==> src/rtl/trd_pkg.sv <==
// Shared types and constants for the TDC readout packet decoder.
package trd_pkg;

    localparam int MODULES           = 26;
    localparam int CHANS_PER_MODULE  = 32;
    localparam int CHAN_LIMIT        = MODULES * CHANS_PER_MODULE;
    localparam int CHANS_PER_ROW     = 4;
    localparam int ROWS              = CHAN_LIMIT / CHANS_PER_ROW;
    localparam int ROW_W             = (ROWS > 1) ? $clog2(ROWS) : 1;
    localparam int LIMIT_W           = 11;

    localparam int CMD_DEPTH         = 4;
    localparam int CMD_PTR_W         = $clog2(CMD_DEPTH);
    localparam int CMD_CNT_W         = $clog2(CMD_DEPTH + 1);
    localparam int RES_DEPTH         = 4;
    localparam int RES_PTR_W         = $clog2(RES_DEPTH);
    localparam int RES_CNT_W         = $clog2(RES_DEPTH + 1);

    localparam logic [9:0]  CHAN_COUNT     = 10'(CHAN_LIMIT);
    localparam logic [5:0]  TDC_SUPPRESSED = 6'd43;
    localparam logic [6:0]  CHAN_CLEAR     = {1'b0, TDC_SUPPRESSED};
    localparam logic [13:0] PAIR_CLEAR     = {CHAN_CLEAR, CHAN_CLEAR};

    localparam logic OP_PUSH = 1'b0;
    localparam logic OP_READ = 1'b1;

    localparam logic [3:0] TAG_MODULE = 4'h4;
    localparam logic [3:0] TAG_EVENT  = 4'h5;
    localparam logic [3:0] TAG_CLOCK  = 4'h6;

    localparam logic [1:0] HDR_MODULE = 2'd0;
    localparam logic [1:0] HDR_EVENT  = 2'd1;
    localparam logic [1:0] HDR_CLOCK  = 2'd2;

    localparam logic [5:0] FPGA_ADDR_MIN = 6'd6;

    typedef struct packed {
        logic        op;
        logic [31:0] data_word;
        logic        last;
        logic [9:0]  channel;
    } in_item_t;

    typedef struct packed {
        logic [5:0]  tdc_value;
        logic        trigger_bit;
        logic        packet_ok;
        logic [11:0] module_address;
        logic [11:0] event_number;
        logic [11:0] clock_number;
        logic [15:0] parity_word;
        logic        parity_good;
        logic        event_match;
        logic [9:0]  channel_count;
    } out_item_t;

    // Decoded command handed from the front end to the execution side.
    typedef struct packed {
        logic             is_read;
        logic             clear;
        logic             hdr_wr;
        logic [1:0]       hdr_sel;
        logic [11:0]      hdr_val;
        logic             pair_wr;
        logic [ROW_W-1:0] row;
        logic             lane;
        logic [13:0]      pair_data;
        logic             trailer;
        logic             trailer_ok;
        logic [17:0]      trailer_bits;
        logic             rd_half;
        logic             rd_in_range;
    } cmd_t;

endpackage

==> src/rtl/trd_front.sv <==
// Front end: tracks packet word position and decodes each item into a command.
module trd_front (
    input  logic             clk,
    input  logic             rst_n,
    input  logic             accept,
    input  trd_pkg::in_item_t item,
    output trd_pkg::cmd_t    cmd
);
    import trd_pkg::*;

    localparam logic [1:0] POS_SAT = 2'd3;

    logic [1:0]  pos_reg;
    logic [1:0]  pos_next;
    logic        fmt_reg;
    logic        fmt_next;

    logic        first;
    logic        fmt_eff;
    logic [31:0] w;
    logic [3:0]  tag;
    logic        tag_ok;
    logic [5:0]  fpga_addr;
    logic        addr_ok;
    logic [3:0]  module_idx;
    logic [9:0]  base;
    logic        base_ok;
    logic        ch_ok;

    assign w          = item.data_word;
    assign first      = (pos_reg == 2'd0);
    assign fmt_eff    = first ? w[30] : fmt_reg;
    assign tag        = w[15:12];
    assign tag_ok     = (tag == TAG_MODULE) || (tag == TAG_EVENT) || (tag == TAG_CLOCK);
    assign fpga_addr  = w[26:21];
    assign addr_ok    = !fpga_addr[5] && (fpga_addr >= FPGA_ADDR_MIN);
    // (31 - addr) >> 1 for a 5-bit address is the inverted upper four bits
    assign module_idx = ~fpga_addr[4:1];
    assign base       = {module_idx, w[20:16], 1'b0};
    assign base_ok    = ({1'b0, base} < LIMIT_W'(CHAN_LIMIT));
    assign ch_ok      = ({1'b0, item.channel} < LIMIT_W'(CHAN_LIMIT));

    always_comb
    begin
        cmd = '0;
        unique case (item.op)
            OP_PUSH:
            begin
                cmd.clear        = first;
                cmd.hdr_wr       = (pos_reg != POS_SAT) && fmt_eff && w[29] && tag_ok;
                cmd.hdr_sel      = 2'(tag - TAG_MODULE);
                cmd.hdr_val      = w[11:0];
                cmd.pair_wr      = (pos_reg == POS_SAT) && !item.last && fmt_eff
                                   && addr_ok && base_ok;
                cmd.row          = base[ROW_W+1:2];
                cmd.lane         = base[1];
                cmd.pair_data    = {w[13], w[11:6], w[12], w[5:0]};
                cmd.trailer      = item.last;
                cmd.trailer_ok   = w[31] && (pos_reg >= 2'd2);
                cmd.trailer_bits = w[17:0];
            end
            OP_READ:
            begin
                cmd.is_read      = 1'b1;
                cmd.row          = item.channel[ROW_W+1:2];
                cmd.lane         = item.channel[1];
                cmd.rd_half      = item.channel[0];
                cmd.rd_in_range  = ch_ok;
            end
            default:
            begin
                cmd = '0;
            end
        endcase
    end

    always_comb
    begin
        pos_next = pos_reg;
        fmt_next = fmt_reg;
        if (accept && (item.op == OP_PUSH))
        begin
            if (first)
            begin
                fmt_next = w[30];
            end
            if (item.last)
            begin
                pos_next = 2'd0;
            end
            else if (pos_reg != POS_SAT)
            begin
                pos_next = pos_reg + 2'd1;
            end
        end
    end

    always_ff @(posedge clk or negedge rst_n)
    begin
        if (!rst_n)
        begin
            pos_reg <= 2'd0;
            fmt_reg <= 1'b0;
        end
        else
        begin
            pos_reg <= pos_next;
            fmt_reg <= fmt_next;
        end
    end

endmodule

==> config.mk <==
export PLATFORM = sky130hd
export DESIGN_NAME = trd_front
export DESIGN_NICKNAME = d
export VERILOG_FILES = /design/src/rtl/trd_pkg.sv /design/src/rtl/trd_front.sv
export SDC_FILE = /design/constraint.sdc
export NUM_CORES = 1
export LEC_CHECK = 0
export ABC_AREA = 1
export BUFFER_PORTS_ARGS = -buffer_cell sky130_fd_sc_hd__buf_4
export CORE_AREA = 2 2 52 54
export DETAILED_ROUTE_END_ITERATION = 10
export DIE_AREA = 0 0 54 56
export PLACE_DENSITY = 0.81
export SYNTH_ARGS = -nofsm -noshare
export SYNTH_HDL_FRONTEND = slang
export SYNTH_SLANG_ARGS = --single-unit
==> constraint.sdc <==
create_clock -name clk -period 3.2 [get_ports clk]
set_input_delay 0.48 -clock clk [delete_from_list [all_inputs] [get_ports clk]]
set_output_delay 0.48 -clock clk [all_outputs]
set_load 0.01 [all_outputs]
**Yosys cells after proc, flatten, opt, wreduce, memory -nomap -nowiden**

Cells that the tools add are included.

- Input port bits: 47
- Output and inout port bits: 63
- Register bits after elaboration: 3

- Bitwise logic cells: 2
- Equal/unequal tests: 5
- Mux-type cells: 8
- Add/subtract/negate cells: 2
- Reductions and logical operators: 17
- Order comparisons: 4

Operators with widths:

| cell | number |
|---|---|
| two-way mux 34 bit | 1 |
| < comparator 10 bit (second input constant) | 2 |
| one-hot mux 9 bit (2 select lines) | 1 |
| two-way mux 17 bit | 1 |
| equality test 4 x 3 -> 1 bit (second input constant) | 3 |
| logical AND 1 bit | 10 |
| greater-or-equal comparator 6 x 3 -> 1 bit (second input constant) | 1 |
| two-way mux 2 bit | 3 |
| inverter 4 bit | 1 |
| adder 2 x 1 -> 2 bit (second input constant) | 1 |
| equality test 2 bit (second input constant) | 1 |
| greater-or-equal comparator 2 bit (second input constant) | 1 |
| zero test 1 bit | 2 |
| zero test 2 bit | 1 |
| logical OR 1 bit | 2 |
| two-way mux 1 bit | 2 |
| != test 2 bit (second input constant) | 1 |
| AND reduction 2 bit | 1 |
| nonzero test 2 bit | 1 |
| subtractor 2 x 1 -> 2 bit (second input constant) | 1 |
| inverter 1 bit | 1 |

**Logic depth before layout (Yosys ltp)**

- Depth after elaboration: 6
- Gate-level depth with buffers: 7
- Gate-level depth less buffers: 7

**Worst setup path before layout**

Ideal clock, no wire load.

- Path kind: input-to-output
- From: input item[43] (netlist bit)
- To: output cmd[22] (netlist bit)
- Cell stages on the path: 4
- Data required time: 2.720 ns
- Data arrival time: 1.166 ns
- Buffers on the path: 3
- Setup slack: 1.554 ns
- Cells stage by stage: buf_4 > buf_6 > nor2_1 > buf_4

RTL lines:

| what | line | RTL |
|---|---|---|
| from (decl) | trd_front.sv:6 | `input trd_pkg::in_item_t item,` |
| to (decl) | trd_front.sv:7 | `output trd_pkg::cmd_t cmd` |

==> flow_summary.rst <==
.. list-table::
   :header-rows: 1

   * - Metric
     - Value
   * - Worst-case setup slack after placement
     - 1370 ps
   * - Synth Register Bits
     - 3
   * - Relative slew slack
     - 74.7%
   * - Portion of total power attributed to the clock network
     - 20.4%
   * - Effective utilization at floorplan
     - 31.5%
   * - Std cell rows
     - 18
   * - # resized after CTS
     - 0
   * - Post-synthesis to final-layout area growth
     - 79.9%
   * - Number of enable-type register cells in the synthesized netlist
     - 0
   * - Post-synthesis cell type count
     - 11
   * - CP Data Arrival Time
     - 1390 ps
   * - Design internal power
     - 0.000204 W
   * - Req. time, crit path
     - 2720 ps
   * - Via count of the first global-routing pass
     - 868
   * - Remaining global-route overflow
     - 0
   * - Post-Synth XOR/XNOR Area
     - 0%
   * - Maximum capacitance violations
     - 0
   * - Most instantiated cells after synthesis
     - 34 x sky130_fd_sc_hd__nand2_1, 30 x sky130_fd_sc_hd__buf_4, 29 x sky130_fd_sc_hd__inv_1
   * - Unrepaired setup endpoints after global routing
     - no
   * - Kind of capture point of the worst setup path
     - output port
   * - Part of the power in combinational logic
     - 63.2%
   * - Post-synthesis simple-gate area fraction
     - 32.8%
   * - Clock tree from TritonCTS
     - built
   * - Fin crit period
     - 1870 ps
   * - CTS sink cnt
     - 3
   * - Clock Path Buffers
     - 2
   * - RD Place Congestion
     - 0.839
   * - Cell types with the largest area share after synthesis
     - sky130_fd_sc_hd__buf_4 29%, sky130_fd_sc_hd__nand2_1 17%, sky130_fd_sc_hd__inv_1 14%, sky130_fd_sc_hd__nor2_1 14%, sky130_fd_sc_hd__dfrtp_1 9.8%
   * - Net count after synthesis
     - 192
   * - Post-CTS setup buffers
     - 0
   * - Initial antenna violation count
     - 0
   * - Setup_tns
     - 0 ps
   * - Post-synthesis mux area share
     - 0%
   * - Predominant post-synthesis flop cell
     - sky130_fd_sc_hd__dfrtp_1
   * - Library cell with the largest summed area after synthesis
     - sky130_fd_sc_hd__buf_4
   * - Number of input and output port buffers inserted
     - 106
   * - Outcome
     - finished, final reports clean
   * - IR Drop Worst-Case VDD
     - 0.236 mV
   * - Latest clock arrival within the worst-skew pair
     - 240 ps
   * - Share of cells above drive strength 1
     - 49.8%
   * - Buffer cell driving the clock tree root
     - sky130_fd_sc_hd__clkbuf_4
   * - Antenna Diode Count
     - 0
   * - Area share of the largest cell type after synthesis
     - 29.4%
   * - Worst hold slack across all endpoints
     - 23.8 ps
   * - Number of DRC violations after detailed-routing iteration 0
     - 14
   * - Number of ports placed on the die boundary
     - 110
   * - Post-DR vias/cell
     - 4.11
   * - Wire length per cell
     - 9.99 µm
   * - Dominant cell by count in the synthesized netlist
     - sky130_fd_sc_hd__nand2_1
   * - Post-route ant nets
     - 0
   * - Sequential Power Share
     - 16.4%
   * - Clock transition time at the flip-flop clock pins of the worst setup and hold paths
     - 40 ps
   * - HPWL after detailed placement
     - 2090 µm
   * - Sequential area share after synthesis
     - 9.79%
   * - CTS Buf Count
     - 3
   * - Critical path class
     - flip-flop to output port
   * - Part of the cycle the worst path needs
     - 58.5%
   * - Kind of launch point of the worst setup path
     - flip-flop
   * - Flip-flop count of the largest register after layout
     - 2
   * - Net switching share of the total power
     - 38.1%
   * - Post-synthesis cell area
     - 767 µm²
   * - Routed via count
     - 1023
   * - Length in cells of the worst reg-to-reg path
     - 7
   * - First-pass GRT wire length
     - 3690 µm
   * - Switching pwr
     - 0.000125 W
   * - Clock skew after layout
     - 1.32 ps
   * - Final hold violation count
     - 0
   * - Overall routing resource usage
     - 15.5%
   * - Total number of nets in the final design
     - 270
   * - Lkg Pwr
     - 0.912 nW
   * - Die Width
     - 54 µm
   * - Final count of pins violating max slew
     - 0
   * - Adder-cell share of the synthesized area
     - 4.89%
   * - Timing-limited maximum frequency
     - 534 MHz
   * - Synth Warn #
     - 0
   * - Share of the synthesized area in compound gates (AO/OA/AOI/OAI)
     - 6.20%
   * - Proportion of synthesized flip-flops having asynchronous set or reset
     - 100%
   * - Maximum fanout along the worst path
     - 3
   * - Max H-tree Level
     - 1
   * - Worst path setup slack after routing
     - 1330 ps
   * - Die Area
     - 0.00302 mm²
   * - Total of hold buffers inserted after clock tree synthesis
     - 0
   * - Pin count of the biggest net entering global routing
     - 43
   * - Core region area
     - 0.00243 mm²
   * - Min-delay worst type
     - input pin to async pin
   * - Worst slew pin tran
     - 380 ps
   * - PwrDens
     - 238 mW/mm²
   * - Final setup fails
     - 0
   * - DRC viols
     - 0
   * - Largest family of logic cells by synthesized area
     - buffers and inverters
   * - Number of instances in the synthesized netlist
     - 142
   * - Vert. Die Dim
     - 56 µm
   * - Mean cell area of the mapped netlist
     - 5.40 µm²
   * - Number of search-and-repair iterations in the first detailed-routing pass
     - 4
   * - Drt total wl
     - 2490 µm
-- kinds of logic (layout without fill, tap and decap cells) --
family          after synthesis  count (layout)
flops                         3               3
compound gates                9               9
buf+inv                      62             139
fa+ha+maj                     3               3
simple gates                 65              65
-- metal layers --
| metal | up-vias | global-route usage [%] | share of wire [%] |
|---|---|---|---|
| li1 | 538 | - | - |
| met1 | 429 | 15.7 | 32 |
| met2 | 54 | 31.4 | 56 |
| met3 | 2 | 0.538 | 11 |
| met4 | 0 | 5.36 | 0.76 |
| met5 | - | 0 | 0 |
-- placed cells by master, fill, tap and decap left out, drive strengths merged --
| master | instances |
|---|---|
| nand4 | 3 |
| nor2 | 28 |
| dfrtp | 3 |
| buf | 106 |
| inv | 29 |
| ha | 3 |
| o21a | 1 |
| o21ai | 8 |
| nand2 | 34 |
| clkbuf | 4 |
-- critical path, cell delays in order (launching register included) --
cell,delay (ps)
sky130_fd_sc_hd__dfrtp_1,360
sky130_fd_sc_hd__inv_1,90
sky130_fd_sc_hd__ha_1,220
sky130_fd_sc_hd__inv_1,70
sky130_fd_sc_hd__nand2_1,50
sky130_fd_sc_hd__nand2_1,90
sky130_fd_sc_hd__nand2_1,60
sky130_fd_sc_hd__nor2_1,100
sky130_fd_sc_hd__buf_4,130
-- final timing paths --
check	start	to	slack [ps]
max	pos_reg[0]$_DFFE_PN0P_	cmd[60]	1330
min	rst_n	pos_reg[1]$_DFFE_PN0P_	20
max reg2reg	pos_reg[0]$_DFFE_PN0P_	fmt_reg$_DFFE_PN0P_	2100
min reg2reg	pos_reg[0]$_DFFE_PN0P_	pos_reg[0]$_DFFE_PN0P_	530
max in group asynchronous	rst_n	pos_reg[0]$_DFFE_PN0P_	3080
min in group clk	pos_reg[0]$_DFFE_PN0P_	pos_reg[0]$_DFFE_PN0P_	530
-- power groups by stage --
stage                     combinational, W  sequential (W)  clock (W)
final                             0.000208       0.0000540  0.0000672
after global routing              0.000234       0.0000552  0.0000717
after CTS                         0.000211       0.0000539  0.0000720
after detailed placement          0.000211       0.0000544          0
after global placement            0.000206       0.0000540          0
after floorplan                   0.000115       0.0000527          0
-- cell type report --
type,count,area [µm²]
fillers,247,1050
repair buffers,106,796
multi-input cells,77,337
inverters,29,109
flip-flops and latches,3,75.1
well taps,30,37.5
clock buffers,4,26.3
-- metrics by stage --
stage | instances | area (µm²) | util [%] | power, W
2_1_floorplan | 142 | 767 | - | 0.000168
3_3_place_gp | 245 | 1350 | 55.7 | 0.000260
3_5_place_dp | 245 | 1350 | 55.7 | 0.000265
4_1_cts | 249 | 1380 | 56.7 | 0.000337
5_1_grt | 249 | 1380 | 56.7 | 0.000361
6_report | 249 | 1380 | 56.7 | 0.000329
(Power assumes the default switching activity.)
