==> src/rtl/trd_pkg.sv <==
// Shared types and constants for the TDC readout packet decoder.
package trd_pkg;

    localparam int MODULES           = 26;
    localparam int CHANS_PER_MODULE  = 32;
    localparam int CHAN_LIMIT        = MODULES * CHANS_PER_MODULE;
    localparam int CHANS_PER_ROW     = 4;
    localparam int ROWS              = CHAN_LIMIT / CHANS_PER_ROW;
    localparam int ROW_W             = (ROWS > 1) ? $clog2(ROWS) : 1;
    localparam int LIMIT_W           = 11;

    localparam int CMD_DEPTH         = 4;
    localparam int CMD_PTR_W         = $clog2(CMD_DEPTH);
    localparam int CMD_CNT_W         = $clog2(CMD_DEPTH + 1);
    localparam int RES_DEPTH         = 4;
    localparam int RES_PTR_W         = $clog2(RES_DEPTH);
    localparam int RES_CNT_W         = $clog2(RES_DEPTH + 1);

    localparam logic [9:0]  CHAN_COUNT     = 10'(CHAN_LIMIT);
    localparam logic [5:0]  TDC_SUPPRESSED = 6'd43;
    localparam logic [6:0]  CHAN_CLEAR     = {1'b0, TDC_SUPPRESSED};
    localparam logic [13:0] PAIR_CLEAR     = {CHAN_CLEAR, CHAN_CLEAR};

    localparam logic OP_PUSH = 1'b0;
    localparam logic OP_READ = 1'b1;

    localparam logic [3:0] TAG_MODULE = 4'h4;
    localparam logic [3:0] TAG_EVENT  = 4'h5;
    localparam logic [3:0] TAG_CLOCK  = 4'h6;

    localparam logic [1:0] HDR_MODULE = 2'd0;
    localparam logic [1:0] HDR_EVENT  = 2'd1;
    localparam logic [1:0] HDR_CLOCK  = 2'd2;

    localparam logic [5:0] FPGA_ADDR_MIN = 6'd6;

    typedef struct packed {
        logic        op;
        logic [31:0] data_word;
        logic        last;
        logic [9:0]  channel;
    } in_item_t;

    typedef struct packed {
        logic [5:0]  tdc_value;
        logic        trigger_bit;
        logic        packet_ok;
        logic [11:0] module_address;
        logic [11:0] event_number;
        logic [11:0] clock_number;
        logic [15:0] parity_word;
        logic        parity_good;
        logic        event_match;
        logic [9:0]  channel_count;
    } out_item_t;

    // Decoded command handed from the front end to the execution side.
    typedef struct packed {
        logic             is_read;
        logic             clear;
        logic             hdr_wr;
        logic [1:0]       hdr_sel;
        logic [11:0]      hdr_val;
        logic             pair_wr;
        logic [ROW_W-1:0] row;
        logic             lane;
        logic [13:0]      pair_data;
        logic             trailer;
        logic             trailer_ok;
        logic [17:0]      trailer_bits;
        logic             rd_half;
        logic             rd_in_range;
    } cmd_t;

endpackage

==> src/rtl/trd_cmd_queue.sv <==
// Short command queue between the decode front end and the execution back end.
module trd_cmd_queue (
    input  logic           clk,
    input  logic           rst_n,
    input  logic           wr_en,
    input  trd_pkg::cmd_t  wr_cmd,
    output logic           full,
    input  logic           rd_en,
    output trd_pkg::cmd_t  rd_cmd,
    output logic           empty
);
    import trd_pkg::*;

    cmd_t                 slot_reg [CMD_DEPTH];
    logic [CMD_PTR_W-1:0] wr_ptr_reg;
    logic [CMD_PTR_W-1:0] wr_ptr_next;
    logic [CMD_PTR_W-1:0] rd_ptr_reg;
    logic [CMD_PTR_W-1:0] rd_ptr_next;
    logic [CMD_CNT_W-1:0] cnt_reg;
    logic [CMD_CNT_W-1:0] cnt_next;
    logic                 do_wr;
    logic                 do_rd;

    assign full   = (cnt_reg == CMD_CNT_W'(CMD_DEPTH));
    assign empty  = (cnt_reg == '0);
    assign rd_cmd = slot_reg[rd_ptr_reg];
    assign do_wr  = wr_en && !full;
    assign do_rd  = rd_en && !empty;

    always_comb
    begin
        wr_ptr_next = wr_ptr_reg;
        rd_ptr_next = rd_ptr_reg;
        cnt_next    = cnt_reg;
        if (do_wr)
        begin
            wr_ptr_next = (wr_ptr_reg == CMD_PTR_W'(CMD_DEPTH - 1)) ? '0
                                                                    : wr_ptr_reg + 1'b1;
        end
        if (do_rd)
        begin
            rd_ptr_next = (rd_ptr_reg == CMD_PTR_W'(CMD_DEPTH - 1)) ? '0
                                                                    : rd_ptr_reg + 1'b1;
        end
        if (do_wr && !do_rd)
        begin
            cnt_next = cnt_reg + 1'b1;
        end
        else if (do_rd && !do_wr)
        begin
            cnt_next = cnt_reg - 1'b1;
        end
    end

    always_ff @(posedge clk or negedge rst_n)
    begin
        if (!rst_n)
        begin
            wr_ptr_reg <= '0;
            rd_ptr_reg <= '0;
            cnt_reg    <= '0;
        end
        else
        begin
            wr_ptr_reg <= wr_ptr_next;
            rd_ptr_reg <= rd_ptr_next;
            cnt_reg    <= cnt_next;
        end
    end

    always_ff @(posedge clk)
    begin
        if (do_wr)
        begin
            slot_reg[wr_ptr_reg] <= wr_cmd;
        end
    end

endmodule

==> config.mk <==
export PLATFORM = sky130hd
export DESIGN_NAME = trd_cmd_queue
export DESIGN_NICKNAME = d
export VERILOG_FILES = /design/src/rtl/trd_pkg.sv /design/src/rtl/trd_cmd_queue.sv
export SDC_FILE = /design/constraint.sdc
export NUM_CORES = 1
export LEC_CHECK = 0
export BUFFER_PORTS_ARGS = -buffer_cell sky130_fd_sc_hd__buf_2
export CORE_AREA = 2 2 178 224
export CTS_BUF_LIST = sky130_fd_sc_hd__clkbuf_4 sky130_fd_sc_hd__clkbuf_8
export DETAILED_ROUTE_END_ITERATION = 8
export DIE_AREA = 0 0 180 226
export HOLD_SLACK_MARGIN = 0.08
export PLACE_DENSITY = 0.38
export SKIP_CTS_REPAIR_TIMING = 1
export SLEW_MARGIN = 40
export SYNTH_ARGS = -nofsm -noshare
export SYNTH_HDL_FRONTEND = slang
export SYNTH_SLANG_ARGS = --single-unit
==> constraint.sdc <==
create_clock -name clk -period 8.75 [get_ports clk]
set_clock_uncertainty 0.05 [all_clocks]
set_input_delay 1.75 -clock clk [delete_from_list [all_inputs] [get_ports clk]]
set_output_delay 1.75 -clock clk [all_outputs]
set_load 0.01 [all_outputs]
# Word-level counts from Yosys, hierarchy flattened
# Memories as Yosys holds them, arrays and structs flattened.
# Index checks and enable logic that the tools add are counted.
[totals]
reg_bits = 7
ram_bits = 252
inputBits = 67
out_inout_bits = 65
elab_cells = 27
mem_count = 1
[classes]
addsub = 4
eq_ne = 3
muxes = 6
n_reduce_logical = 10
[memory_table]
columns = ["memory", "depth", "width", "rd", "rd_clocked_by_memory_dff", "write_ports", "line_no", "rtl"]
rows = [
  ["slot_reg", 4, 63, 1, 0, 1, "trd_cmd_queue.sv:14", "cmd_t slot_reg [CMD_DEPTH];"],
]
[op_table]
columns = ["operator", "n"]
rows = [
  ["3-bit 2-to-1 mux", 2],
  ["2-bit by 1-bit adder with 2-bit output (second input constant)", 2],
  ["2-bit equality test (second input constant)", 2],
  ["1-bit logical AND", 4],
  ["1-bit zero test", 4],
  ["2-bit 2-to-1 mux", 2],
  ["3-bit by 1-bit adder with 3-bit output (second input constant)", 1],
  ["3-bit equality test (second input constant)", 1],
  ["3-bit zero test", 1],
  ["3-bit by 1-bit subtractor with 3-bit output (second input constant)", 1],
  ["1-bit 2-to-1 mux", 2],
  ["2-bit nonzero test", 1],
]

# Depth between registers and ports, before layout
# Gate-level depths: netlist of run 1.
[logic_depth]
word_depth = 7
depth_mapped = 9
ltp_nobuf = 8

# Worst setup path after synthesis of run 1
# Ideal clock, no wire load.
[synth_timing]
path_type = "in2reg"
from = "in wr_en"
to = "mem slot_reg[0][0] (netlist name), enable pin"
setup_time_ps = 428
arrival_ps = 3529
required_ps = 8272
slack_ps = 4744
path_stages = 3
n_path_buf = 1
cell_sequence = "nor2b_1 > buf_2 > and2_1"
[synth_between]
elab_chain_cells = 3
[synth_lines]
columns = ["item", "line_no", "rtl"]
rows = [
  ["start: declaration", "trd_cmd_queue.sv:5", "input logic wr_en,"],
  ["1-bit logical AND", "trd_cmd_queue.sv:27", "assign do_wr = wr_en && !full;"],
  ["via do_wr", "trd_cmd_queue.sv:21", "logic do_wr;"],
  ["1-bit 2-to-1 mux", "trd_cmd_queue.sv:73", "if (do_wr)"],
  ["1-bit 2-to-1 mux (implied by the code)", "trd_cmd_queue.sv:75", "slot_reg[wr_ptr_reg] <= wr_cmd;"],
  ["end: declaration", "trd_cmd_queue.sv:14", ""],
]
# The timed path passes the listed nets, and every way through them passes these cells.

==> metrics.log, run 1 <==
[metrics] status: complete, no violations
[metrics] core footprint: around 39000 um^2
[metrics] max-capacitance violation count: 0
[metrics] Remaining Overflow, GRT: 0
[metrics] Worst Path Class, Setup: reg2out
[metrics] overall power after layout: 3.94 mW
[metrics] Setup TNS Final: 0 ns
[metrics] number of ports placed on the die boundary: 132
[metrics] post-layout util: 0.305
[metrics] Post-Route Hold Slack: 0.484 ns
[metrics] area enclosed by the die boundary: 40700 um^2
[metrics] Leakage Power: 3.98 nW
[metrics] vias per cell: between 4 and 5
[metrics] worst ir drop on vdd: 0.118 mV
[metrics] launching element of the worst setup path: rd_ptr_reg[0]$_DFFE_PN0P_
[metrics] routability cong.: 0.650
[metrics] cell area reported after detailed placement: 10900 um^2
[metrics] unique cell type count in the Yosys netlist: 20
[metrics] clock network latency to the later pin of the worst-skew pair: 0.55 ns
[metrics] Core Rows: 81
[metrics] initial antenna violation count: 2
[metrics] total placed cells including tap cells: 991
[metrics] post-synthesis cell area: 9540 um^2
[metrics] post-route non-filler standard cell count: 1065
[metrics] top cell type's share of synthesized area: 0.793
[metrics] pre-CTS setup slack: 4.38 ns
[metrics] vias in the first global route: 5012
[metrics] average wire per cell in the routed design: about 19 um
[metrics] adder-cell share of the synthesized area: 0.00997
[metrics] net count reported at finish: 611
[metrics] area growth from synthesis to layout: 23.6%
[metrics] Post-DP HPWL: between 10000 and 15000 um
[metrics] Cells after Synth: 366
[metrics] global-route total usage across every layer: 0.102
[metrics] setup repair after global routing missed its margin: false
[metrics] shortest clock period the worst path allows after layout: 4.58 ns
[metrics] final hold vios: 0
[metrics] final clock period utilization by the worst path: 0.524
[metrics] ordered list of cells on the worst path: buf_6 > mux4_2 > buf_2
[metrics] number of buffers added on ports: around 130
[metrics] count of final max-slew check failures: 0
[metrics] reg-to-reg critical path endpoint: cnt_reg[2]$_DFFE_PN0P_
[metrics] Clock transition at path regs: roughly 0.060 ns
[metrics] maximum fanout along the worst path: 34
[metrics] destination of the critical timing path: rd_cmd[17]
[metrics] Pwr Density: 335 nW/um^2
[metrics] Initial Util: 0.247
[metrics] transition time at the pin with the least slew margin: 0.709 ns
[metrics] final std cell area, no fill: 11800 um^2
[metrics] flop and latch count out of synthesis: between 200 and 300
[metrics] peak clock frequency supported by timing: 218 MHz
[metrics] horizontal die dimension: roughly 180 um
[metrics] class of the worst hold path: reg2reg
[metrics] parity-gate share of the synthesized area counting xor and xnor cells: 0.00276
[metrics] deepest level of the CTS H-tree: 2
[metrics] worst-case reg-to-reg path depth: 8
[metrics] first-pass GRT wire length: 30800 um
[metrics] maximum root-to-sink buffer count: 3
[metrics] CP startpoint kind: flop
[metrics] share of the yosys chip area belonging to registers: 0.812
[metrics] largest net degree at the start of global routing: 35
[metrics] average instance area after synthesis: 26.1 um^2
[metrics] clock tree root driver cell: sky130_fd_sc_hd__clkbuf_8
[metrics] vertical die dimension: about 230 um
[metrics] Rel. slew slack: 0.527
[metrics] total via count after detailed routing: 4398
[metrics] dominant combinational cell family by area after synthesis: multiplexers
[metrics] TritonRoute pass-1 iters: 4
[metrics] fraction of synthesized area in multiplexers: 0.154
[metrics] area share of and/or/nand/nor cells after synthesis: 0.00643
[metrics] number of CTS-inserted buffers: 42
[metrics] Worst path slowest cell: sky130_fd_sc_hd__dfrtp_4
[metrics] setup violation total in the final timing report: 0
[metrics] register-to-register setup slack: 6.29 ns
[metrics] share of post-route cells with drive strength above 1: 0.500
[metrics] top cells by area in the synthesized netlist: sky130_fd_sc_hd__edfxtp_1, sky130_fd_sc_hd__mux4_2, sky130_fd_sc_hd__dfrtp_1, sky130_fd_sc_hd__ha_1, sky130_fd_sc_hd__buf_6
[metrics] total nets after synthesis: 440
[metrics] library cell occupying the most area in the post-synthesis netlist: sky130_fd_sc_hd__edfxtp_1
[metrics] DRC: 0
[metrics] Detailed Route WL: 20400 um
[metrics] total number of clock tree sinks: 259
[metrics] arrival time reported for the critical path endpoint: around 2.8 ns
[metrics] Initial DRC Count: 228
[metrics] Largest register FFs: 252
[metrics] critical register-to-register path startpoint: cnt_reg[2]$_DFFE_PN0P_
[metrics] Detail Route Antenna Nets: 0
[metrics] endpoint class of the critical path: output port
[metrics] TritonCTS clock tree: built
[metrics] commonest cells after routing, fill and taps aside: sky130_fd_sc_hd__edfxtp_1, sky130_fd_sc_hd__buf_2, sky130_fd_sc_hd__mux4_2, sky130_fd_sc_hd__clkbuf_8, sky130_fd_sc_hd__clkbuf_4
[metrics] worst stage delay on the critical path: 0.86 ns
[metrics] Setup WS post-layout: 4.17 ns
[metrics] most common cell after layout, fill and taps aside: sky130_fd_sc_hd__edfxtp_1
[metrics] compound-cell area share of the yosys netlist: 0.00210
[metrics] critical path required time: 6.95 ns
[metrics] number of warning messages in the yosys log: 0
==> critical path: cells and delay by family, from the launching register on <==
family / cells / cell delay, ns
multiplexers: 1 / 0.59
flip-flops: 1 / 0.86
buffers and inverters: 2 / 0.71
==> report_power, final <==
group | switching, mW | internal (mW) | total, mW
clock network | 0.459 | 0.597 | 1.06
registers | 0.115 | 1.64 | 1.75
logic | 0.590 | 0.542 | 1.13
==> per-layer routing <==
metal	vias to the layer above	global-route usage	wire length, um
li1	1915	-	-
met1	2330	0.112	8060
met2	110	0.183	10800
met3	41	0.0268	948
met4	2	0.0454	561
met5	-	0	16
==> synth_stat cells, drive strengths merged <==
library cell and number:
buf 15, ha 6, nor3 2, nor3b 1, dfrtp 7, fa 1, mux4 63, inv 3
nor2 2, mux2 4, nor2b 1, edfxtp 252, xor2 2, xnor2 1, and2 4, o31ai 1
a21o 1
==> cell families (layout without fill, tap and decap cells) <==
kind of cell / after synthesis / count (layout)
buf+inv: 18 / 218
simple gates: 10 / 10
other cells: 0 / 1
xor+xnor: 3 / 3
mux: 67 / 67
fa+ha+maj: 7 / 7
compound gates: 2 / 2
flops: 259 / 259
==> how the worst min path moves through the flow <==
| stage | from | to | slack (ns) | cells past startpoint |
|---|---|---|---|---|
| after floorplan | cnt_reg[2]$_DFFE_PN0P_ | cnt_reg[2]$_DFFE_PN0P_ | 0.44 | 1 |
| after global placement | cnt_reg[2]$_DFFE_PN0P_ | cnt_reg[2]$_DFFE_PN0P_ | 0.46 | 1 |
| after detailed placement | cnt_reg[2]$_DFFE_PN0P_ | cnt_reg[2]$_DFFE_PN0P_ | 0.47 | 1 |
| after CTS | cnt_reg[2]$_DFFE_PN0P_ | cnt_reg[2]$_DFFE_PN0P_ | 0.49 | 1 |
| after global routing | cnt_reg[2]$_DFFE_PN0P_ | cnt_reg[2]$_DFFE_PN0P_ | 0.51 | 1 |
| final | cnt_reg[2]$_DFFE_PN0P_ | cnt_reg[2]$_DFFE_PN0P_ | 0.48 | 1 |
==> layout make-up <==
class / instances / area (um^2)
clock buffers: 60 / 732
flip-flops and latches: 259 / 7750
inverters: 3 / 11.3
fillers: 3731 / 26800
repair buffers: 142 / 867
multi-input cells: 89 / 1680
well taps: 498 / 623
clock inverters: 13 / 114
diodes: 1 / 2.50
Note: power is estimated with default switching activity, not from simulation.
==> run 2: changes to the inputs <==
ABC_AREA = 1   (was unset)
CORE_AREA = 2 2 188 236   (was 2 2 178 224)
DIE_AREA = 0 0 190 238   (was 0 0 180 226)
clock period = 4.7 ns   (was 8.75 ns; I/O delays follow)
==> run 2 against run 1 <==
First-iteration DRC count up 11%. Via count up 42%. Setup slack worse by 3.1 ns. Global-route usage up 1.3 points.
==> metrics.log, run 2 <==
[metrics] most instantiated flip-flop cell in the synthesis netlist: sky130_fd_sc_hd__edfxtp_1
[metrics] worst ir drop on vdd: 0.207 mV (+76%)
[metrics] transition time at the pin with the least slew margin: 0.779 ns (+0.0693 ns)
[metrics] total number of clock tree sinks: 259 (unchanged)
[metrics] arrival time reported for the critical path endpoint: 2.62 ns (-0.16 ns)
[metrics] ordered list of cells on the worst path: inv_2 > buf_12 > o211ai_1 > nand2_1 > buf_2
[metrics] most common cell after layout, fill and taps aside: sky130_fd_sc_hd__edfxtp_1
[metrics] area growth from synthesis to layout: 19.8%
[metrics] flop and latch count out of synthesis: 259 (unchanged)
[metrics] Setup TNS Final: 0 ns (unchanged)
[metrics] total via count after detailed routing: 6227 (+42%)
[metrics] Initial Util: 0.247 (+0.000489)
[metrics] final hold vios: 0 (unchanged)
[metrics] Clock transition at path regs: 0.06 ns (about the same)
[metrics] peak clock frequency supported by timing: 277 MHz
[metrics] vertical die dimension: 238 um (+5.3%)
[metrics] maximum root-to-sink buffer count: 3 (unchanged)
[metrics] reg-to-reg critical path endpoint: slot_reg[2][20]$_DFFE_PP_
[metrics] Levels on crit path: 5 (+2)
[metrics] net count reported at finish: 1017 (+66%)
[metrics] post-synthesis cell area: 10600 um^2 (+11%)
[metrics] area enclosed by the die boundary: 45200 um^2 (+11%)
[metrics] Post-DP HPWL: 15000 um (+21%)
[metrics] class of the worst hold path: in2async
[metrics] DRC: 0 (unchanged)
[metrics] Post-Route Hold Slack: 0.165 ns (-0.318 ns)
[metrics] register-to-register setup slack: 2.26 ns (-4.03 ns)
[metrics] number of CTS-inserted buffers: 45 (+7.1%)
[metrics] kind of cell adding the most delay to the critical path: buffers and inverters
[metrics] count of flip-flops with a built-in enable after synthesis: 252 (unchanged)
[metrics] critical register-to-register path startpoint: cnt_reg[0]$_DFFE_PN0P_
[metrics] Pwr Density: 615 nW/um^2 (+84%)
[metrics] average instance area after synthesis: 13.3 um^2 (-49%)
[metrics] destination of the critical timing path: rd_cmd[35]
[metrics] vias per cell: 4.04 (-2.1%)
[metrics] commonest cells after routing, fill and taps aside: sky130_fd_sc_hd__edfxtp_1, sky130_fd_sc_hd__nand2_1, sky130_fd_sc_hd__inv_1, sky130_fd_sc_hd__buf_2, sky130_fd_sc_hd__o211ai_1
[metrics] Worst path slowest cell: sky130_fd_sc_hd__dfrtp_4
[metrics] CP startpoint kind: flop
[metrics] worst stage delay on the critical path: 0.70 ns (-0.16 ns)
[metrics] share of the yosys chip area belonging to registers: 0.730 (-0.0819)
[metrics] clock network latency to the later pin of the worst-skew pair: 0.56 ns (about the same)
[metrics] most repeated cell in the gate-level netlist after synthesis: sky130_fd_sc_hd__edfxtp_1
[metrics] Initial DRC Count: 252 (+11%)
[metrics] vias in the first global route: 6263 (+25%)
[metrics] worst-case reg-to-reg path depth: 5 (-3)
[metrics] unique cell type count in the Yosys netlist: 20 (unchanged)
[metrics] met1 WL: 11000 um (+36%)
[metrics] Remaining Overflow, GRT: 0 (unchanged)
[metrics] number of buffers added on ports: 131 (unchanged)
[metrics] max-capacitance violation count: 0 (unchanged)
[metrics] Met2 Routed Length: 12900 um (+20%)
[metrics] total nets after synthesis: 869 (+98%)
[metrics] TritonRoute pass-1 iters: 4 (unchanged)
[metrics] first-pass GRT wire length: 38400 um (+24%)
[metrics] Detail Route Antenna Nets: 0 (unchanged)
[metrics] Rel. slew slack: 0.480 (-0.0474)
[metrics] Async SR Flop Fraction: 0.0270 (unchanged)
[metrics] deepest level of the CTS H-tree: 2 (unchanged)
[metrics] setup violation total in the final timing report: 0 (unchanged)
[metrics] number of ports placed on the die boundary: 132 (unchanged)
[metrics] launching element of the worst setup path: rd_ptr_reg[1]$_DFFE_PN0P_
[metrics] top cell type's share of synthesized area: 0.713 (-0.0800)
[metrics] count of final max-slew check failures: 0 (unchanged)
[metrics] Cells after Synth: 795 (+120%)
[metrics] core footprint: 42900 um^2 (+11%)
[metrics] average wire per cell in the routed design: 16.7 um (-13%)
[metrics] Largest register FFs: 252 (unchanged)
[metrics] most frequent cells after synthesis: sky130_fd_sc_hd__edfxtp_1, sky130_fd_sc_hd__nand2_1, sky130_fd_sc_hd__inv_1
[metrics] global-route total usage across every layer: 0.114 (+0.0127)
[metrics] Leakage Power: 4.97 nW (+25%)
[metrics] horizontal die dimension: 190 um (+5.6%)
[metrics] routability cong.: 0.676 (+4.0%)
[metrics] Worst Path Class, Setup: reg2out
[metrics] WP buf/inv: 3 (+1)
[metrics] endpoint class of the critical path: output port
[metrics] TritonCTS clock tree: built
[metrics] shortest clock period the worst path allows after layout: 3.61 ns
[metrics] library cell occupying the most area in the post-synthesis netlist: sky130_fd_sc_hd__edfxtp_1
[metrics] largest net degree at the start of global routing: 71 (+100%)
[metrics] Met3 Wirelength: 1270 um (+34%)
[metrics] share of post-route cells with drive strength above 1: 0.256 (-0.244)
[metrics] clock tree root driver cell: sky130_fd_sc_hd__clkbuf_8
[metrics] Detailed Route WL: 25800 um (+26%)
[metrics] setup repair after global routing missed its margin: false
[metrics] overall power after layout: 7.81 mW (+98%)
[metrics] number of warning messages in the yosys log: 0 (unchanged)
[metrics] maximum fanout along the worst path: 33 (-2.9%)
[metrics] top metal layer carrying routed signals: met5
[metrics] status: complete, no violations
[metrics] initial antenna violation count: 5 (+3)
[metrics] top cells by area in the synthesized netlist: sky130_fd_sc_hd__edfxtp_1, sky130_fd_sc_hd__nand2_1, sky130_fd_sc_hd__o211ai_1, sky130_fd_sc_hd__inv_1, sky130_fd_sc_hd__o211ai_2
[metrics] Core Rows: 85 (+4.9%)
[metrics] critical path required time: 3.71 ns (-3.24 ns)
[metrics] final clock period utilization by the worst path: 0.768
==> run 2: cell count changes in the layout (fill, tap and decap cells not counted), moves of 7 or more <==
cell	previous run	this run
sky130_fd_sc_hd__inv_1	3	139
sky130_fd_sc_hd__mux4_2	63	0
sky130_fd_sc_hd__nand2_1	0	204
sky130_fd_sc_hd__nand3_1	0	7
sky130_fd_sc_hd__o211ai_1	0	93
sky130_fd_sc_hd__o211ai_2	0	33
==> run 2: cells by family after synthesis <==
logic type / after synthesis / share of synthesized area
AO/OA/AOI/OAI: 127 / 0.105
buffers and inverters: 183 / 0.0768
adder cells (fa/ha/maj): 7 / 0.00897
XOR/XNOR: 1 / 0.000826
flip-flops: 259 / 0.730
AND/OR/NAND/NOR: 218 / 0.0782
==> run 2: stage by stage <==
stage                     worst slack (ns)  area (um^2)  cells   util
after global routing                 0.859        12700   1540  0.297
after detailed placement              1.55        11900   1461  0.278
after floorplan                      0.446        10600    795      -
after CTS                            0.928        12700   1539  0.296
final                                 1.09        12700   1540  0.297
after global placement                1.55        11900   1460  0.277
==> run 2: worst min-delay path by stage <==
stage	to	startpoint	slack [ns]
floorplan	cnt_reg[2]$_DFFE_PN0P_	cnt_reg[2]$_DFFE_PN0P_	0.41
global placement	cnt_reg[2]$_DFFE_PN0P_	cnt_reg[2]$_DFFE_PN0P_	0.43
detailed placement	cnt_reg[2]$_DFFE_PN0P_	cnt_reg[2]$_DFFE_PN0P_	0.44
CTS	cnt_reg[0]$_DFFE_PN0P_	rst_n	0.11
global route	cnt_reg[1]$_DFFE_PN0P_	rst_n	0.12
finish	cnt_reg[0]$_DFFE_PN0P_	rst_n	0.17
==> run 2: report_power, final <==
group | internal (mW) | total, mW | switching, mW | leakage (nW)
Clock | 0.998 | 1.90 | 0.899 | 0.424
Combinational | 0.902 | 2.65 | 1.75 | 2.15
Sequential | 3.04 | 3.26 | 0.223 | 2.39
Total | 4.94 | 7.81 | 2.87 | 4.97
==> run 2: layout make-up <==
type	count	area, um^2
repair buffers	142	830
flip-flops and latches	259	7750
multi-input cells	353	2080
diodes	1	2.50
inverters	142	533
clock buffers	59	724
fillers	4378	30200
well taps	565	707
clock inverters	19	83.8
==> run 2: routing by layer <==
layer	global-route usage	vias up
met5	0	-
li1	-	3055
met2	0.197	129
met1	0.137	2995
met4	0.0399	6
met3	0.0293	42
